**src/cgpg_pkg.sv**
```systemverilog
// ----------------------------------------------------------------------------
// cgpg_pkg
// Shared types, constants and ramp table arithmetic for the crosshatch
// convergence pattern generator.
// ----------------------------------------------------------------------------
`default_nettype none

package cgpg_pkg;

  localparam int LINE_BITS      = 10;
  localparam int LEVEL_BITS     = 10;
  localparam int GRID_ROWS_BITS = 6;
  localparam int PHASE_BITS     = 20;
  localparam int RAMP_LEN_BITS  = 16;
  localparam int RECIP_BITS     = 23;
  localparam int INDEX_SHIFT    = 22;
  localparam int CFG_IDX_BITS   = 3;
  localparam int CFG_DATA_BITS  = 23;

  localparam int PHASE_STEP     = 256;
  localparam int DIV_BITS       = PHASE_BITS + 1;
  localparam int DIV_STEPS      = DIV_BITS;
  localparam int DIV_CNT_BITS   = $clog2(DIV_STEPS + 1);

  localparam int RAMP_TABLE_DEPTH_DEF = 64;
  localparam int ROW_PERIOD_DEF       = 40;
  localparam int CENTER_ROW_DEF       = 285;

  localparam logic [LEVEL_BITS-1:0] LEVEL_MAX = '1;

  // register defaults
  localparam int GRID_ROWS_RESET     = 4;
  localparam int WIDE_PERIOD_RESET   = 9331;
  localparam int NARROW_PERIOD_RESET = 4666;
  localparam int RAMP_LENGTH_RESET   = 691;
  localparam int RAMP_RECIP_RESET    = 6070;

  localparam logic [63:0] ONE_Q30 = 64'd1073741824;
  localparam logic [63:0] PI_Q30  = 64'd3373259426;

  typedef enum logic [CFG_IDX_BITS-1:0] {
    REG_GRID_ROWS     = 3'd0,
    REG_WIDE_PERIOD   = 3'd1,
    REG_NARROW_PERIOD = 3'd2,
    REG_WIDE_START    = 3'd3,
    REG_NARROW_START  = 3'd4,
    REG_RAMP_LENGTH   = 3'd5,
    REG_RAMP_RECIP    = 3'd6
  } cgpg_reg_e;

  typedef enum logic [1:0] {
    ST_RUN,
    ST_DIV_Q,
    ST_HOLD_Q,
    ST_DIV_N
  } cgpg_state_e;

  typedef struct packed {
    logic [LINE_BITS-1:0] line_number;
    logic                 active;
    logic                 first_active;
  } cgpg_in_t;

  typedef struct packed {
    logic [LEVEL_BITS-1:0] level;
    logic                  written;
  } cgpg_out_t;

  typedef struct packed {
    logic                load;
    logic [DIV_BITS-1:0] dividend;
  } cgpg_div_req_t;

  // cos in q30 on [0, pi/2], taylor series to eleven terms
  function automatic longint cos_q30(input logic [63:0] angle);
    logic [63:0] a2;
    logic [63:0] term;
    longint      acc;
    a2   = (angle * angle) >> 30;
    term = ONE_Q30;
    acc  = longint'(ONE_Q30);
    for (int k = 1; k <= 10; k++) begin
      term = ((term * a2) >> 30) / 64'((2 * k - 1) * (2 * k));
      if ((k % 2) == 1) begin
        acc = acc - longint'(term);
      end else begin
        acc = acc + longint'(term);
      end
    end
    return acc;
  endfunction

  // raised cosine table entry, upper half mirrored about pi/2
  function automatic logic [LEVEL_BITS-1:0] ramp_entry(input logic [63:0] angle,
                                                       input logic        upper);
    longint      c;
    longint      r;
    logic [63:0] v;
    if (upper) begin
      c = -cos_q30(PI_Q30 - angle);
    end else begin
      c = cos_q30(angle);
    end
    r = longint'(ONE_Q30) - c;
    if (r < 0) begin
      r = 0;
    end
    v = (64'(r) * 64'(LEVEL_MAX) + ONE_Q30) >> 31;
    if (v > 64'(LEVEL_MAX)) begin
      v = 64'(LEVEL_MAX);
    end
    return v[LEVEL_BITS-1:0];
  endfunction

endpackage

`default_nettype wire

```
**src/cgpg_row_mod.sv**
```systemverilog
// ----------------------------------------------------------------------------
// cgpg_row_mod
// Row position within a fixed row period about the center row, compared
// against the programmed grid row count.
// ----------------------------------------------------------------------------
`default_nettype none

module cgpg_row_mod import cgpg_pkg::*; #(
  parameter int DIVISOR = ROW_PERIOD_DEF,
  parameter int CENTER  = CENTER_ROW_DEF
) (
  input  logic [LINE_BITS-1:0]      line_i,
  input  logic [GRID_ROWS_BITS-1:0] grid_rows_i,
  output logic                      hit_o
);

  localparam int Offset     = (DIVISOR * 2048 - CENTER) % DIVISOR;
  localparam int SumBits    = $clog2((1 << LINE_BITS) + DIVISOR);
  localparam int RecipShift = 16;
  localparam int Recip      = (1 << RecipShift) / DIVISOR;
  localparam int ProdBits   = SumBits + RecipShift + 1;

  logic [SumBits-1:0]   sum;
  logic [ProdBits-1:0]  prod;
  logic [SumBits-1:0]   quot;
  logic [2*SumBits-1:0] quot_mul;
  logic [SumBits-1:0]   rem_raw;
  logic [SumBits-1:0]   rem;

  assign sum  = SumBits'(line_i) + SumBits'(Offset);
  // reciprocal estimate is low by at most one
  assign prod = ProdBits'(sum) * ProdBits'(Recip);
  assign quot = prod[RecipShift +: SumBits];
  assign quot_mul = (2*SumBits)'(quot) * (2*SumBits)'(DIVISOR);
  assign rem_raw  = sum - quot_mul[SumBits-1:0];
  assign rem      = (rem_raw >= SumBits'(DIVISOR)) ? rem_raw - SumBits'(DIVISOR) : rem_raw;
  assign hit_o    = rem < SumBits'(grid_rows_i);

endmodule

`default_nettype wire

```
**src/cgpg_rem_div.sv**
```systemverilog
// ----------------------------------------------------------------------------
// cgpg_rem_div
// Iterative restoring remainder unit, one dividend bit per cycle.
// ----------------------------------------------------------------------------
`default_nettype none

module cgpg_rem_div import cgpg_pkg::*; (
  input  logic                  clk_i,
  input  logic                  rst_ni,
  input  cgpg_div_req_t         req_i,
  input  logic [PHASE_BITS-1:0] divisor_i,
  output logic [PHASE_BITS-1:0] rem_o,
  output logic                  done_o
);

  logic [DIV_CNT_BITS-1:0] cnt_q;
  logic [PHASE_BITS-1:0]   rem_q;
  logic [DIV_BITS-1:0]     dvd_q;
  logic [DIV_BITS-1:0]     trial;
  logic [DIV_BITS-1:0]     diff;
  logic                    fits;

  assign trial = {rem_q, dvd_q[DIV_BITS-1]};
  assign diff  = trial - {1'b0, divisor_i};
  assign fits  = trial >= {1'b0, divisor_i};

  always_ff @(posedge clk_i or negedge rst_ni) begin
    if (!rst_ni) begin
      cnt_q <= '0;
    end else if (req_i.load) begin
      cnt_q <= DIV_CNT_BITS'(DIV_STEPS);
    end else if (cnt_q != '0) begin
      cnt_q <= cnt_q - 1'b1;
    end
  end

  always_ff @(posedge clk_i) begin
    if (req_i.load) begin
      rem_q <= '0;
      dvd_q <= req_i.dividend;
    end else if (cnt_q != '0) begin
      rem_q <= fits ? diff[PHASE_BITS-1:0] : trial[PHASE_BITS-1:0];
      dvd_q <= {dvd_q[DIV_BITS-2:0], 1'b0};
    end
  end

  assign rem_o  = rem_q;
  assign done_o = (cnt_q == '0);

endmodule

`default_nettype wire

```
**src/cgpg_ramp_shaper.sv**
```systemverilog
// ----------------------------------------------------------------------------
// cgpg_ramp_shaper
// Maps the phase within one vertical line period to a sample level: full
// level on grid rows, else raised cosine ramp up, ramp down, then field black.
// ----------------------------------------------------------------------------
`default_nettype none

module cgpg_ramp_shaper import cgpg_pkg::*; #(
  parameter  int RAMP_TABLE_DEPTH = RAMP_TABLE_DEPTH_DEF,
  localparam int ScaleBits        = RECIP_BITS + $clog2(RAMP_TABLE_DEPTH)
) (
  input  logic                     hrow_i,
  input  logic [PHASE_BITS-1:0]    phase_i,
  input  logic [RAMP_LEN_BITS-1:0] ramp_length_i,
  input  logic [ScaleBits-1:0]     ramp_scale_i,
  output logic [LEVEL_BITS-1:0]    level_o
);

  localparam int IdxBits  = $clog2(RAMP_TABLE_DEPTH);
  localparam int ProdBits = RAMP_LEN_BITS + ScaleBits;
  localparam int ShBits   = ProdBits - INDEX_SHIFT;

  logic [LEVEL_BITS-1:0]    ramp_rom [RAMP_TABLE_DEPTH];
  logic [RAMP_LEN_BITS:0]   len2;
  logic                     in_up;
  logic                     in_down;
  logic [PHASE_BITS-1:0]    ramp_pos;
  logic [ProdBits-1:0]      prod;
  logic [ShBits-1:0]        shifted;
  logic [IdxBits-1:0]       idx;
  logic [LEVEL_BITS-1:0]    ramp_val;

  for (genvar g = 0; g < RAMP_TABLE_DEPTH; g++) begin : g_rom
    localparam logic [63:0] Angle = (PI_Q30 * 64'(g)) / RAMP_TABLE_DEPTH;
    assign ramp_rom[g] = ramp_entry(Angle, (2 * g > RAMP_TABLE_DEPTH));
  end

  assign len2     = {ramp_length_i, 1'b0};
  assign in_up    = phase_i < PHASE_BITS'(ramp_length_i);
  assign in_down  = phase_i < PHASE_BITS'(len2);
  assign ramp_pos = in_up ? phase_i : phase_i - PHASE_BITS'(ramp_length_i);

  // position inside a ramp is below ramp_length, so 16 bits carry it
  assign prod    = ProdBits'(ramp_pos[RAMP_LEN_BITS-1:0]) * ProdBits'(ramp_scale_i);
  assign shifted = prod[ProdBits-1:INDEX_SHIFT];
  assign idx     = (shifted > ShBits'(RAMP_TABLE_DEPTH - 1)) ? IdxBits'(RAMP_TABLE_DEPTH - 1)
                                                              : shifted[IdxBits-1:0];
  assign ramp_val = ramp_rom[idx];

  always_comb begin
    priority if (hrow_i) begin
      level_o = LEVEL_MAX;
    end else if (in_up) begin
      level_o = ramp_val;
    end else if (in_down) begin
      level_o = LEVEL_MAX - ramp_val;
    end else begin
      level_o = '0;
    end
  end

endmodule

`default_nettype wire

```
**src/convergence_grid_pattern_generator.sv**
```systemverilog
// ----------------------------------------------------------------------------
// convergence_grid_pattern_generator
// Crosshatch convergence pattern, one sample level per input request.
// Registers: a taken request enters the input register; its result then
//   leaves through the result register.
// Throughput: one request per cycle while the output is free and the phase
//   and stepped phase lie below twice the line period; else the 21-step
//   remainder unit runs once or twice and holds that request meanwhile.
// Reset: asynchronous; registers take their defaults, phase clears to zero.
// ----------------------------------------------------------------------------
`default_nettype none

module convergence_grid_pattern_generator import cgpg_pkg::*; #(
  parameter int RAMP_TABLE_DEPTH = RAMP_TABLE_DEPTH_DEF,
  parameter int ROW_PERIOD       = ROW_PERIOD_DEF,
  parameter int CENTER_ROW       = CENTER_ROW_DEF
) (
  input  logic                     clk_i,
  input  logic                     rst_ni,
  input  logic                     in_valid_i,
  output logic                     in_stall_o,
  input  cgpg_in_t                 in_data_i,
  output logic                     out_valid_o,
  input  logic                     out_stall_i,
  output cgpg_out_t                out_data_o,
  input  logic                     cfg_we_i,
  input  logic [CFG_IDX_BITS-1:0]  cfg_idx_i,
  input  logic [CFG_DATA_BITS-1:0] cfg_wdata_i
);

  localparam int HalfPeriod = ROW_PERIOD / 2;
  localparam int ScaleBits  = RECIP_BITS + $clog2(RAMP_TABLE_DEPTH);

  typedef struct packed {
    logic active;
    logic first;
    logic hrow;
    logic narrow;
  } item_t;

  // configuration
  logic [GRID_ROWS_BITS-1:0] grid_rows_q;
  logic [PHASE_BITS-1:0]     wide_period_q;
  logic [PHASE_BITS-1:0]     narrow_period_q;
  logic [PHASE_BITS-1:0]     wide_start_q;
  logic [PHASE_BITS-1:0]     narrow_start_q;
  logic [RAMP_LEN_BITS-1:0]  ramp_length_q;
  logic [ScaleBits-1:0]      ramp_scale_q;

  // pipeline
  logic                      item_valid_q;
  item_t                     item_q;
  logic                      out_valid_q;
  cgpg_out_t                 out_q;
  logic [PHASE_BITS-1:0]     grid_phase_q;
  logic [PHASE_BITS-1:0]     q_hold_q;
  cgpg_state_e               state_q;
  cgpg_state_e               state_d;

  logic                      hrow_hit;
  logic                      narrow_hit;
  logic                      accept;
  logic                      out_free;
  logic                      can_done;
  logic                      pop;
  logic                      hold_load;
  logic [PHASE_BITS-1:0]     hold_value;
  cgpg_div_req_t             div_req;
  logic [PHASE_BITS-1:0]     div_rem;
  logic                      div_done;

  logic [PHASE_BITS-1:0]     period;
  logic [PHASE_BITS-1:0]     start_phase;
  logic [PHASE_BITS-1:0]     x;
  logic [PHASE_BITS:0]       p_ext;
  logic [PHASE_BITS:0]       x_sub;
  logic                      p_zero;
  logic                      x_lt;
  logic                      q_fast_ok;
  logic [PHASE_BITS-1:0]     q_fast;
  logic [PHASE_BITS-1:0]     q_cur;
  logic [PHASE_BITS:0]       n;
  logic [PHASE_BITS:0]       n_sub;
  logic                      n_lt;
  logic                      n_fast_ok;
  logic [PHASE_BITS-1:0]     n_fast;
  logic                      fast_done;
  logic [PHASE_BITS-1:0]     next_phase;
  logic [LEVEL_BITS-1:0]     level;

  // ---------------- configuration registers ----------------
  always_ff @(posedge clk_i or negedge rst_ni) begin
    if (!rst_ni) begin
      grid_rows_q     <= GRID_ROWS_BITS'(GRID_ROWS_RESET);
      wide_period_q   <= PHASE_BITS'(WIDE_PERIOD_RESET);
      narrow_period_q <= PHASE_BITS'(NARROW_PERIOD_RESET);
      wide_start_q    <= '0;
      narrow_start_q  <= '0;
      ramp_length_q   <= RAMP_LEN_BITS'(RAMP_LENGTH_RESET);
      ramp_scale_q    <= ScaleBits'(RAMP_RECIP_RESET * RAMP_TABLE_DEPTH);
    end else if (cfg_we_i) begin
      unique case (cgpg_reg_e'(cfg_idx_i))
        REG_GRID_ROWS:     grid_rows_q     <= cfg_wdata_i[GRID_ROWS_BITS-1:0];
        REG_WIDE_PERIOD:   wide_period_q   <= cfg_wdata_i[PHASE_BITS-1:0];
        REG_NARROW_PERIOD: narrow_period_q <= cfg_wdata_i[PHASE_BITS-1:0];
        REG_WIDE_START:    wide_start_q    <= cfg_wdata_i[PHASE_BITS-1:0];
        REG_NARROW_START:  narrow_start_q  <= cfg_wdata_i[PHASE_BITS-1:0];
        REG_RAMP_LENGTH:   ramp_length_q   <= cfg_wdata_i[RAMP_LEN_BITS-1:0];
        // table scale kept premultiplied by the table depth
        REG_RAMP_RECIP:    ramp_scale_q    <= ScaleBits'(cfg_wdata_i[RECIP_BITS-1:0]) *
                                              ScaleBits'(RAMP_TABLE_DEPTH);
        default: ;
      endcase
    end
  end

  // ---------------- row tests at the input ----------------
  cgpg_row_mod #(
    .DIVISOR (ROW_PERIOD),
    .CENTER  (CENTER_ROW)
  ) u_hrow (
    .line_i      (in_data_i.line_number),
    .grid_rows_i (grid_rows_q),
    .hit_o       (hrow_hit)
  );

  cgpg_row_mod #(
    .DIVISOR (HalfPeriod),
    .CENTER  (CENTER_ROW)
  ) u_nrow (
    .line_i      (in_data_i.line_number),
    .grid_rows_i (grid_rows_q),
    .hit_o       (narrow_hit)
  );

  assign out_free   = !out_valid_q || !out_stall_i;
  assign pop        = can_done && out_free;
  assign in_stall_o = item_valid_q && !pop;
  assign accept     = in_valid_i && !in_stall_o;

  always_ff @(posedge clk_i or negedge rst_ni) begin
    if (!rst_ni) begin
      item_valid_q <= 1'b0;
    end else if (accept) begin
      item_valid_q <= 1'b1;
    end else if (pop) begin
      item_valid_q <= 1'b0;
    end
  end

  always_ff @(posedge clk_i) begin
    if (accept) begin
      item_q <= '{active: in_data_i.active, first: in_data_i.first_active,
                  hrow: hrow_hit, narrow: narrow_hit};
    end
  end

  // ---------------- phase reduction ----------------
  assign period      = item_q.narrow ? narrow_period_q : wide_period_q;
  assign start_phase = item_q.narrow ? narrow_start_q : wide_start_q;
  assign x           = item_q.first ? start_phase : grid_phase_q;
  assign p_ext       = {1'b0, period};
  assign p_zero      = (period == '0);
  assign x_lt        = x < period;
  assign x_sub       = {1'b0, x} - p_ext;
  assign q_fast_ok   = p_zero || x_lt || (x_sub < p_ext);
  assign q_fast      = (p_zero || x_lt) ? x : x_sub[PHASE_BITS-1:0];
  assign q_cur       = (state_q == ST_RUN) ? q_fast : q_hold_q;

  assign n         = {1'b0, q_cur} + (PHASE_BITS+1)'(PHASE_STEP);
  assign n_lt      = n < p_ext;
  assign n_sub     = n - p_ext;
  // zero period wraps at the phase width
  assign n_fast_ok = p_zero || n_lt || (n_sub < p_ext);
  assign n_fast    = (p_zero || n_lt) ? n[PHASE_BITS-1:0] : n_sub[PHASE_BITS-1:0];
  assign fast_done = q_fast_ok && n_fast_ok;

  assign next_phase = (state_q == ST_DIV_N) ? div_rem : n_fast;

  cgpg_rem_div u_rem_div (
    .clk_i     (clk_i),
    .rst_ni    (rst_ni),
    .req_i     (div_req),
    .divisor_i (period),
    .rem_o     (div_rem),
    .done_o    (div_done)
  );

  // ---------------- sequencer ----------------
  always_comb begin
    state_d = state_q;
    unique case (state_q)
      ST_RUN: begin
        if (item_valid_q && item_q.active && !fast_done) begin
          state_d = q_fast_ok ? ST_DIV_N : ST_DIV_Q;
        end
      end
      ST_DIV_Q: begin
        if (div_done) begin
          state_d = ST_HOLD_Q;
        end
      end
      ST_HOLD_Q: begin
        priority if (!n_fast_ok) begin
          state_d = ST_DIV_N;
        end else if (out_free) begin
          state_d = ST_RUN;
        end
      end
      ST_DIV_N: begin
        if (div_done && out_free) begin
          state_d = ST_RUN;
        end
      end
    endcase
  end

  always_comb begin
    can_done         = 1'b0;
    hold_load        = 1'b0;
    hold_value       = q_fast;
    div_req.load     = 1'b0;
    div_req.dividend = n;
    unique case (state_q)
      ST_RUN: begin
        if (item_valid_q) begin
          priority if (!item_q.active || fast_done) begin
            can_done = 1'b1;
          end else if (!q_fast_ok) begin
            div_req.load     = 1'b1;
            div_req.dividend = {1'b0, x};
          end else begin
            hold_load    = 1'b1;
            div_req.load = 1'b1;
          end
        end
      end
      ST_DIV_Q: begin
        hold_load  = div_done;
        hold_value = div_rem;
      end
      ST_HOLD_Q: begin
        can_done     = n_fast_ok;
        div_req.load = !n_fast_ok;
      end
      ST_DIV_N: begin
        can_done = div_done;
      end
    endcase
  end

  always_ff @(posedge clk_i or negedge rst_ni) begin
    if (!rst_ni) begin
      state_q      <= ST_RUN;
      grid_phase_q <= '0;
    end else begin
      state_q <= state_d;
      if (pop && item_q.active) begin
        grid_phase_q <= next_phase;
      end
    end
  end

  always_ff @(posedge clk_i) begin
    if (hold_load) begin
      q_hold_q <= hold_value;
    end
  end

  // ---------------- level and result register ----------------
  cgpg_ramp_shaper #(
    .RAMP_TABLE_DEPTH (RAMP_TABLE_DEPTH)
  ) u_ramp_shaper (
    .hrow_i        (item_q.hrow),
    .phase_i       (q_cur),
    .ramp_length_i (ramp_length_q),
    .ramp_scale_i  (ramp_scale_q),
    .level_o       (level)
  );

  always_ff @(posedge clk_i or negedge rst_ni) begin
    if (!rst_ni) begin
      out_valid_q <= 1'b0;
    end else if (pop) begin
      out_valid_q <= 1'b1;
    end else if (!out_stall_i) begin
      out_valid_q <= 1'b0;
    end
  end

  always_ff @(posedge clk_i) begin
    if (pop) begin
      out_q.level   <= item_q.active ? level : '0;
      out_q.written <= item_q.active;
    end
  end

  assign out_valid_o = out_valid_q;
  assign out_data_o  = out_q;

endmodule

`default_nettype wire

```
**config.mk**
```make
export PLATFORM = sky130hd
export DESIGN_NAME = convergence_grid_pattern_generator
export DESIGN_NICKNAME = d
export VERILOG_FILES = /design/src/cgpg_pkg.sv /design/src/cgpg_row_mod.sv /design/src/cgpg_rem_div.sv /design/src/cgpg_ramp_shaper.sv /design/src/convergence_grid_pattern_generator.sv
export SDC_FILE = /design/constraint.sdc
export NUM_CORES = 2
export LEC_CHECK = 0
export BUFFER_PORTS_ARGS = -buffer_cell sky130_fd_sc_hd__buf_2
export CORE_MARGIN = 8
export CORE_UTILIZATION = 28
export CTS_BUF_LIST = sky130_fd_sc_hd__clkbuf_16
export DETAILED_ROUTE_END_ITERATION = 7
export SKIP_CTS_REPAIR_TIMING = 1
export SLEW_MARGIN = 20
export SYNTH_ARGS = -nofsm -noshare
export SYNTH_HDL_FRONTEND = slang
export SYNTH_HIERARCHICAL = 1
export SYNTH_SLANG_ARGS = --single-unit
```
**constraint.sdc**
```tcl
create_clock -name clk_i -period 20.6 [get_ports clk_i]
set_input_delay 2.06 -clock clk_i [delete_from_list [all_inputs] [get_ports clk_i]]
set_output_delay 2.06 -clock clk_i [all_outputs]
set_load 0.01 [all_outputs]
```
; After elaboration in Yosys (flattened, before gate mapping)
; Memories as Yosys holds them, arrays and structs flattened.
; Index checks and enable logic that the tools add are counted.
[totals]
in_bits = 43
out_inout_bits = 13
reg_bits = 230
romBits = 640
n_memories = 1
elab_cells = 149
[op_classes]
mul = 5
n_reduce_logical = 36
addsub = 13
n_bitwise = 1
magnitude_cmp = 13
muxes = 45
n_eq_ne = 14
[memory_table]
columns = memory, depth, word_bits, rd, rd_clocked_by_memory_dff, write_ports, line_no
row1 = (name not given), 64, 10, 1, 0, 0, cgpg_ramp_shaper.sv:48  ; assign ramp_val = ramp_rom[idx];
[op_table]
columns = cell, n
row1 = 2-to-1 mux 20 bit, 9
row2 = 2-to-1 mux 21 bit, 4
row3 = < comparator 21 x 20 -> 1 bit, 3
row4 = 2-to-1 mux 10 bit, 5
row5 = 2-to-1 mux 22 bit, 2
row6 = "multiplier 11 x 10 -> 21 bit, second input constant", 2
row7 = multiplier 16 x 23 -> 39 bit, 1
row8 = "greater-than comparator 23 x 6 -> 1 bit, second input constant", 1
row9 = < comparator 11 x 6 -> 1 bit, 2
row10 = 2-to-1 mux 11 bit, 2
row11 = subtractor 11 bit, 2
row12 = "adder 20 x 9 -> 21 bit, second input constant", 1
row13 = greater-or-equal comparator 21 x 20 -> 1 bit, 1
row14 = subtractor 20 x 20 -> 21 bit, 1
row15 = subtractor 21 x 20 -> 21 bit, 1
row16 = zero test 20 bit, 1
row17 = < comparator 20 x 16 -> 1 bit, 1
row18 = < comparator 20 x 17 -> 1 bit, 1
row19 = < comparator 20 bit, 1
row20 = subtractor 20 bit, 1
row21 = 2-to-1 mux 16 bit, 1
row22 = subtractor 16 bit, 1
row23 = AND reduction 2 bit, 7
row24 = 2-to-1 mux 2 bit, 6
row25 = other kinds (35), 70

; Longest topological paths before layout
[logic_depth]
word_depth = 21
mapped_depth = 71
ltp_nobuf = 62

; By module
; The synthesis kept the hierarchy.
[by_module_without_submodules]
columns = module, instances, seq_area_each_um2, area_per_inst_um2, cells_per_inst
row1 = cgpg_ramp_shaper, 1, 0.0, 17616.9, 2206
row2 = convergence_grid_pattern_generator, 1, 4815.9, 12663.4, 1257
row3 = cgpg_rem_div, 1, 1156.1, 3338.2, 362
row4 = cgpg_row_mod at u_nrow, 1, 0.0, 3226.8, 362
row5 = cgpg_row_mod at u_hrow, 1, 0.0, 2726.4, 305

; Least setup slack after synthesis
; No wires, ideal clock.
[synth_timing]
path_type = register to register
startpoint = reg item_q[0] (netlist name)
endpoint = reg out_q (netlist bit out_data_o[7]) (data pin)
setup_time_ns = 0.255
path_buffers = 13
slack_ns = 5.827
required_ns = 20.345
synth_period_minus_slack_ns = 14.773
arrival_ns = 14.518
stages_incl_launch_ff = 62
cell_sequence = edfxtp_1 -> buf_2 -> buf_4 -> buf_1 -> buf_1 -> mux2i_1 -> ha_1 -> clkbuf_1 -> nand4_1 -> a311oi_4 -> o21a_4 -> buf_4 -> clkbuf_1 -> a21oi_1 -> o21ai_0 -> ha_1 -> o21ai_0 -> a21oi_1 -> [... 26 more ...] -> o41ai_1 -> o31ai_2 -> o41a_1 -> a211o_1 -> nor4_2 -> and4b_1 -> buf_4 -> buf_6 -> nand2_1 -> ha_1 -> clkbuf_1 -> nor2_1 -> o21ai_0 -> o31ai_1 -> a221oi_1 -> o21ai_0 -> mux2i_1 -> and2_1
[synth_via]
elab_chain_len = 19
elab_cells_between_ends = 24
cone_classes = 3 x add/sub / 1 x mul / 4 x order compare / 12 x mux / 1 x bitwise / 2 x reduce/logical / 1 x memory
[synth_rtl]
columns = item, line_no
row1 = from (decl), convergence_grid_pattern_generator.sv:52  ; item_t item_q;
row2 = from (signal assigned), convergence_grid_pattern_generator.sv:153  ; item_q <= '{active: in_data_i.active, first: in_data_i.first_active,
row3 = 2-to-1 mux 20 bit, convergence_grid_pattern_generator.sv:160  ; assign start_phase = item_q.narrow ? narrow_start_q : wide_start_q;
row4 = 2-to-1 mux 20 bit, convergence_grid_pattern_generator.sv:161  ; assign x = item_q.first ? start_phase : grid_phase_q;
row5 = < comparator 20 bit, convergence_grid_pattern_generator.sv:164  ; assign x_lt = x < period;
row6 = logical OR 1 bit, convergence_grid_pattern_generator.sv:167  ; assign q_fast = (p_zero || x_lt) ? x : x_sub[PHASE_BITS-1:0];
row7 = 2-to-1 mux 20 bit (*), convergence_grid_pattern_generator.sv:167
row8 = 2-to-1 mux 20 bit (*), convergence_grid_pattern_generator.sv:168  ; assign q_cur = (state_q == ST_RUN) ? q_fast : q_hold_q;
row9 = subtractor 16 bit / < comparator 20 x 16 -> 1 bit (equally long branches), "cgpg_ramp_shaper.sv:41, cgpg_ramp_shaper.sv:39"
row10 = 2-to-1 mux 16 bit, cgpg_ramp_shaper.sv:41  ; assign ramp_pos = in_up ? phase_i : phase_i - PHASE_BITS'(ramp_length_i);
row11 = [... 3 more ...], --
row12 = inverter 6 -> 7 bit (implied by the code), cgpg_ramp_shaper.sv:48
row13 = memory (64 x 10 bit), --
row14 = 2-to-1 mux 10 bit (implied by the code) (2 in series), cgpg_ramp_shaper.sv:48
row15 = subtractor 10 bit, cgpg_ramp_shaper.sv:56  ; level_o = LEVEL_MAX - ramp_val;
row16 = 2-to-1 mux 10 bit, cgpg_ramp_shaper.sv:55  ; end else if (in_down) begin
row17 = 2-to-1 mux 10 bit (*), cgpg_ramp_shaper.sv:53  ; end else if (in_up) begin
row18 = 2-to-1 mux 10 bit (*), cgpg_ramp_shaper.sv:51  ; priority if (hrow_i) begin
row19 = via level[6], convergence_grid_pattern_generator.sv:89  ; logic [LEVEL_BITS-1:0] level;
row20 = to (decl), convergence_grid_pattern_generator.sv:54  ; cgpg_out_t out_q;
; The timed path passes the listed nets; every way through them passes the cells marked *. The select of a mux whose other input is x is not followed.
; A chain may end at the register's enable or synchronous reset.

; Final worst setup path
[layout_timing]
startpoint = reg item_q[0] (netlist name)
endpoint = reg out_q (netlist bit out_data_o[9]) (data pin)
; Same word-level chain as after synthesis.

==> results.json <==
{
  "outcome": "finished, final reports clean",
  "dr.pass1.iters": 6,
  "antenna_found_initial": 11,
  "hp-start": "u_rem_div/cnt_q[4]",
  "synthFlopType": "dfrtp_1",
  "synth_area_sq_um": 39600,
  "worstPathArrival_ns": 17.35,
  "antenna_left": 0,
  "critPathKind": "flop to flop",
  "wl_microns": 119000,
  "drc": 0,
  "cts-root-buf": "clkbuf_16",
  "setup_viol": 0,
  "post_drt_wl_per_cell_microns": 18.5,
  "worstMarginPinSlew_ns": 1.18,
  "ys_async_sr_fraction_pct": 67.0,
  "critPathMaxFanout": 43,
  "grt_pass1_vias": 33549,
  "insertion_delay_ns": 0.57,
  "final_cell_mix": "inv_1 (676), nand2_1 (511), ha_1 (438)",
  "synth-seq-cells": 230,
  "portBuffers": 55,
  "startpoint": "item_q[0]",
  "crit_family": "compound AO/OA/AOI/OAI gates",
  "synth_area_leader_cell": "fa_1",
  "core-area_sq_um": 141000,
  "cts_buffers": 28,
  "netlist.area_leader.share_pct": 21.6,
  "use_met1_pct": 20.8,
  "slowest_stage": "mux2i_1",
  "final_common_cell": "inv_1",
  "ys_top_cells_by_area": "fa_1 (22%), ha_1 (14%), dfrtp_1 (7.9%)",
  "slew_viol_final": 0,
  "period_share_pct": 82.7,
  "holdPathStages": 1,
  "finalHoldViolations": 0,
  "grt_max_degree": 86,
  "die_y_microns": 392,
  "timing.rr.end": "out_data_o[9]",
  "area_delta_synth_final_pct": 8.91,
  "die-area_sq_um": 154000,
  "rsz0062_at_grt": "no",
  "die_w_microns": 392,
  "cpPeakStageDelay_ns": 0.82,
  "fmaxAchievable_ghz": 0.0587,
  "num_rows": 138,
  "min_period_ns": 17.03,
  "clk_path_buf_depth": 3,
  "grt_first_pass_wirelength_microns": 191000,
  "critPathCaptureType": "flop",
  "drtIter0Drc": 2321,
  "r2r_setup_slack_ns": 3.57,
  "layout-drive-gt1-share_pct": 10.8,
  "endpoint": "out_data_o[9]",
  "startpoint_type": "flop",
  "initial_core_util_pct": 28.1,
  "crit_required_ns": 20.92,
  "yosysSeqAreaShare_pct": 15.1,
  "met2_usage_pct": 25.7,
  "fin_worst_skew_ns": 0.0150,
  "ys_types": 138,
  "timing.rr.start": "item_q[0]",
  "setup_tns_ns": 0,
  "fill_cells": 15070,
  "viasPerCell": 5.02,
  "max-slew-margin-rel_pct": 20.6,
  "ios": 56,
  "synth_enable_flop_cells": 56,
  "cp_num_buf_inv": 6,
  "overflow": 0,
  "path_clk_slew_ns": 0.06,
  "tritoncts": "done",
  "rr_worst_depth": 55,
  "cp.depth": 55,
  "place_hpwl_microns": 93900,
  "routabilityCongestion": 0.921,
  "syn_inst": 4492,
  "max_cap_violations": 0,
  "hp-class": "flop to flop",
  "grt-busiest-layer": "met2",
  "fin_nets": 5399,
  "cts.sinks": 230,
  "gr-usage-met3_pct": 1.59,
  "htreeDepth": 1,
  "critical_path.most_common_cell": "a21oi_1",
  "syn_avg_cell_area_sq_um": 8.81,
  "yosysWarnings": 6,
  "grtUsageTotal_pct": 15.3,
  "vias": 32141
}
-- kinds of logic (layout without fill, tap and decap cells) --
| kind of cell | count (synthesis) | in the layout | share of synthesized area [%] |
|---|---|---|---|
| other | 1 | 45 | 0.00948 |
| flip-flops | 230 | 230 | 15.1 |
| buffers and inverters | 857 | 839 | 8.35 |
| XOR/XNOR | 140 | 140 | 3.27 |
| multiplexers | 248 | 248 | 7.05 |
| AO/OA/AOI/OAI | 857 | 857 | 14.8 |
| adder cells (fa/ha/maj) | 865 | 865 | 35.4 |
| AND/OR/NAND/NOR | 1294 | 1294 | 16.0 |
-- cell type report --
| type | count | area, sq um | area share (%) |
|---|---|---|---|
| Inverter | 671 | 2520 | 5.84 |
| Clock inverter | 23 | 146 | 0.340 |
| Tap cell | 1890 | 2360 | 5.49 |
| Timing Repair Buffer | 116 | 759 | 1.76 |
| Multi-Input combinational cell | 3445 | 30600 | 71.0 |
| Antenna cell | 4 | 10.0 | 0.0232 |
| Clock buffer | 29 | 726 | 1.68 |
| Sequential cell | 230 | 5970 | 13.9 |
-- Yosys cell counts, types with 47 or more instances --
master / instances
inv_1: 670
edfxtp_1: 56
nand4_1: 47
dfrtp_1: 125
clkbuf_1: 147
xor2_1: 61
a21oi_1: 249
fa_1: 426
xnor2_1: 73
mux2_2: 163
nand2_1: 511
mux2i_1: 64
nor2_1: 238
ha_1: 438
and2_1: 204
nand3_1: 68
o21ai_0: 154
a21o_1: 68
-- metrics by stage --
step	cell area, sq um	hold WS, ns	util (%)	setup slack [ns]	cells
finish	43100	0.493	30.6	3.57	6408
global route	43100	0.515	30.6	2.51	6405
CTS	43100	0.498	30.6	3.73	6403
detailed placement	42200	0.483	29.9	3.77	6351
global placement	42200	0.480	29.9	4.05	6351
floorplan	39700	0.459	-	5.83	4532
-- metal layers --
metal,wire (microns),vias to the layer above
li1,-,15095
met1,53600,15950
met2,55500,908
met3,6090,184
met4,3480,4
met5,27,-
-- sequential cells by signal, summed over array words and instances (netlist names) --
name / flops
ramp_scale_q: 23
u_rem_div/dvd_q: 21
grid_phase_q: 20
narrow_period_q: 20
narrow_start_q: 20
q_hold_q: 20
u_rem_div/rem_o: 20
wide_period_q: 20
wide_start_q: 20
ramp_length_q: 16
out_data_o: 11
grid_rows_q: 6
u_rem_div/cnt_q: 5
item_q: 4
state_q: 2
item_valid_q: 1
out_valid_o: 1
-- worst reg2reg max path, delay by kind of cell (launching register included) --
family / cells / cell delay [ns]
muxes: 1 / 0.86
and+or+nand+nor: 10 / 2.29
buffers and inverters: 6 / 1.38
AOI/OAI and AO/OA: 28 / 7.53
DFF: 1 / 0.32
adders and majority gates: 10 / 4.44
-- worst min-delay path by stage --
stage	end	slack [ns]
global route	ramp_length_q[15]	0.51
global placement	u_rem_div/cnt_q[4]	0.48
detailed placement	u_rem_div/cnt_q[4]	0.48
floorplan	u_rem_div/cnt_q[4]	0.46
CTS	u_rem_div/cnt_q[4]	0.50
finish	u_rem_div/cnt_q[4]	0.49
Power is left out: the tool's default activity adds up to more than one toggle a clock period on the data nets, which glitch-free logic cannot reach.
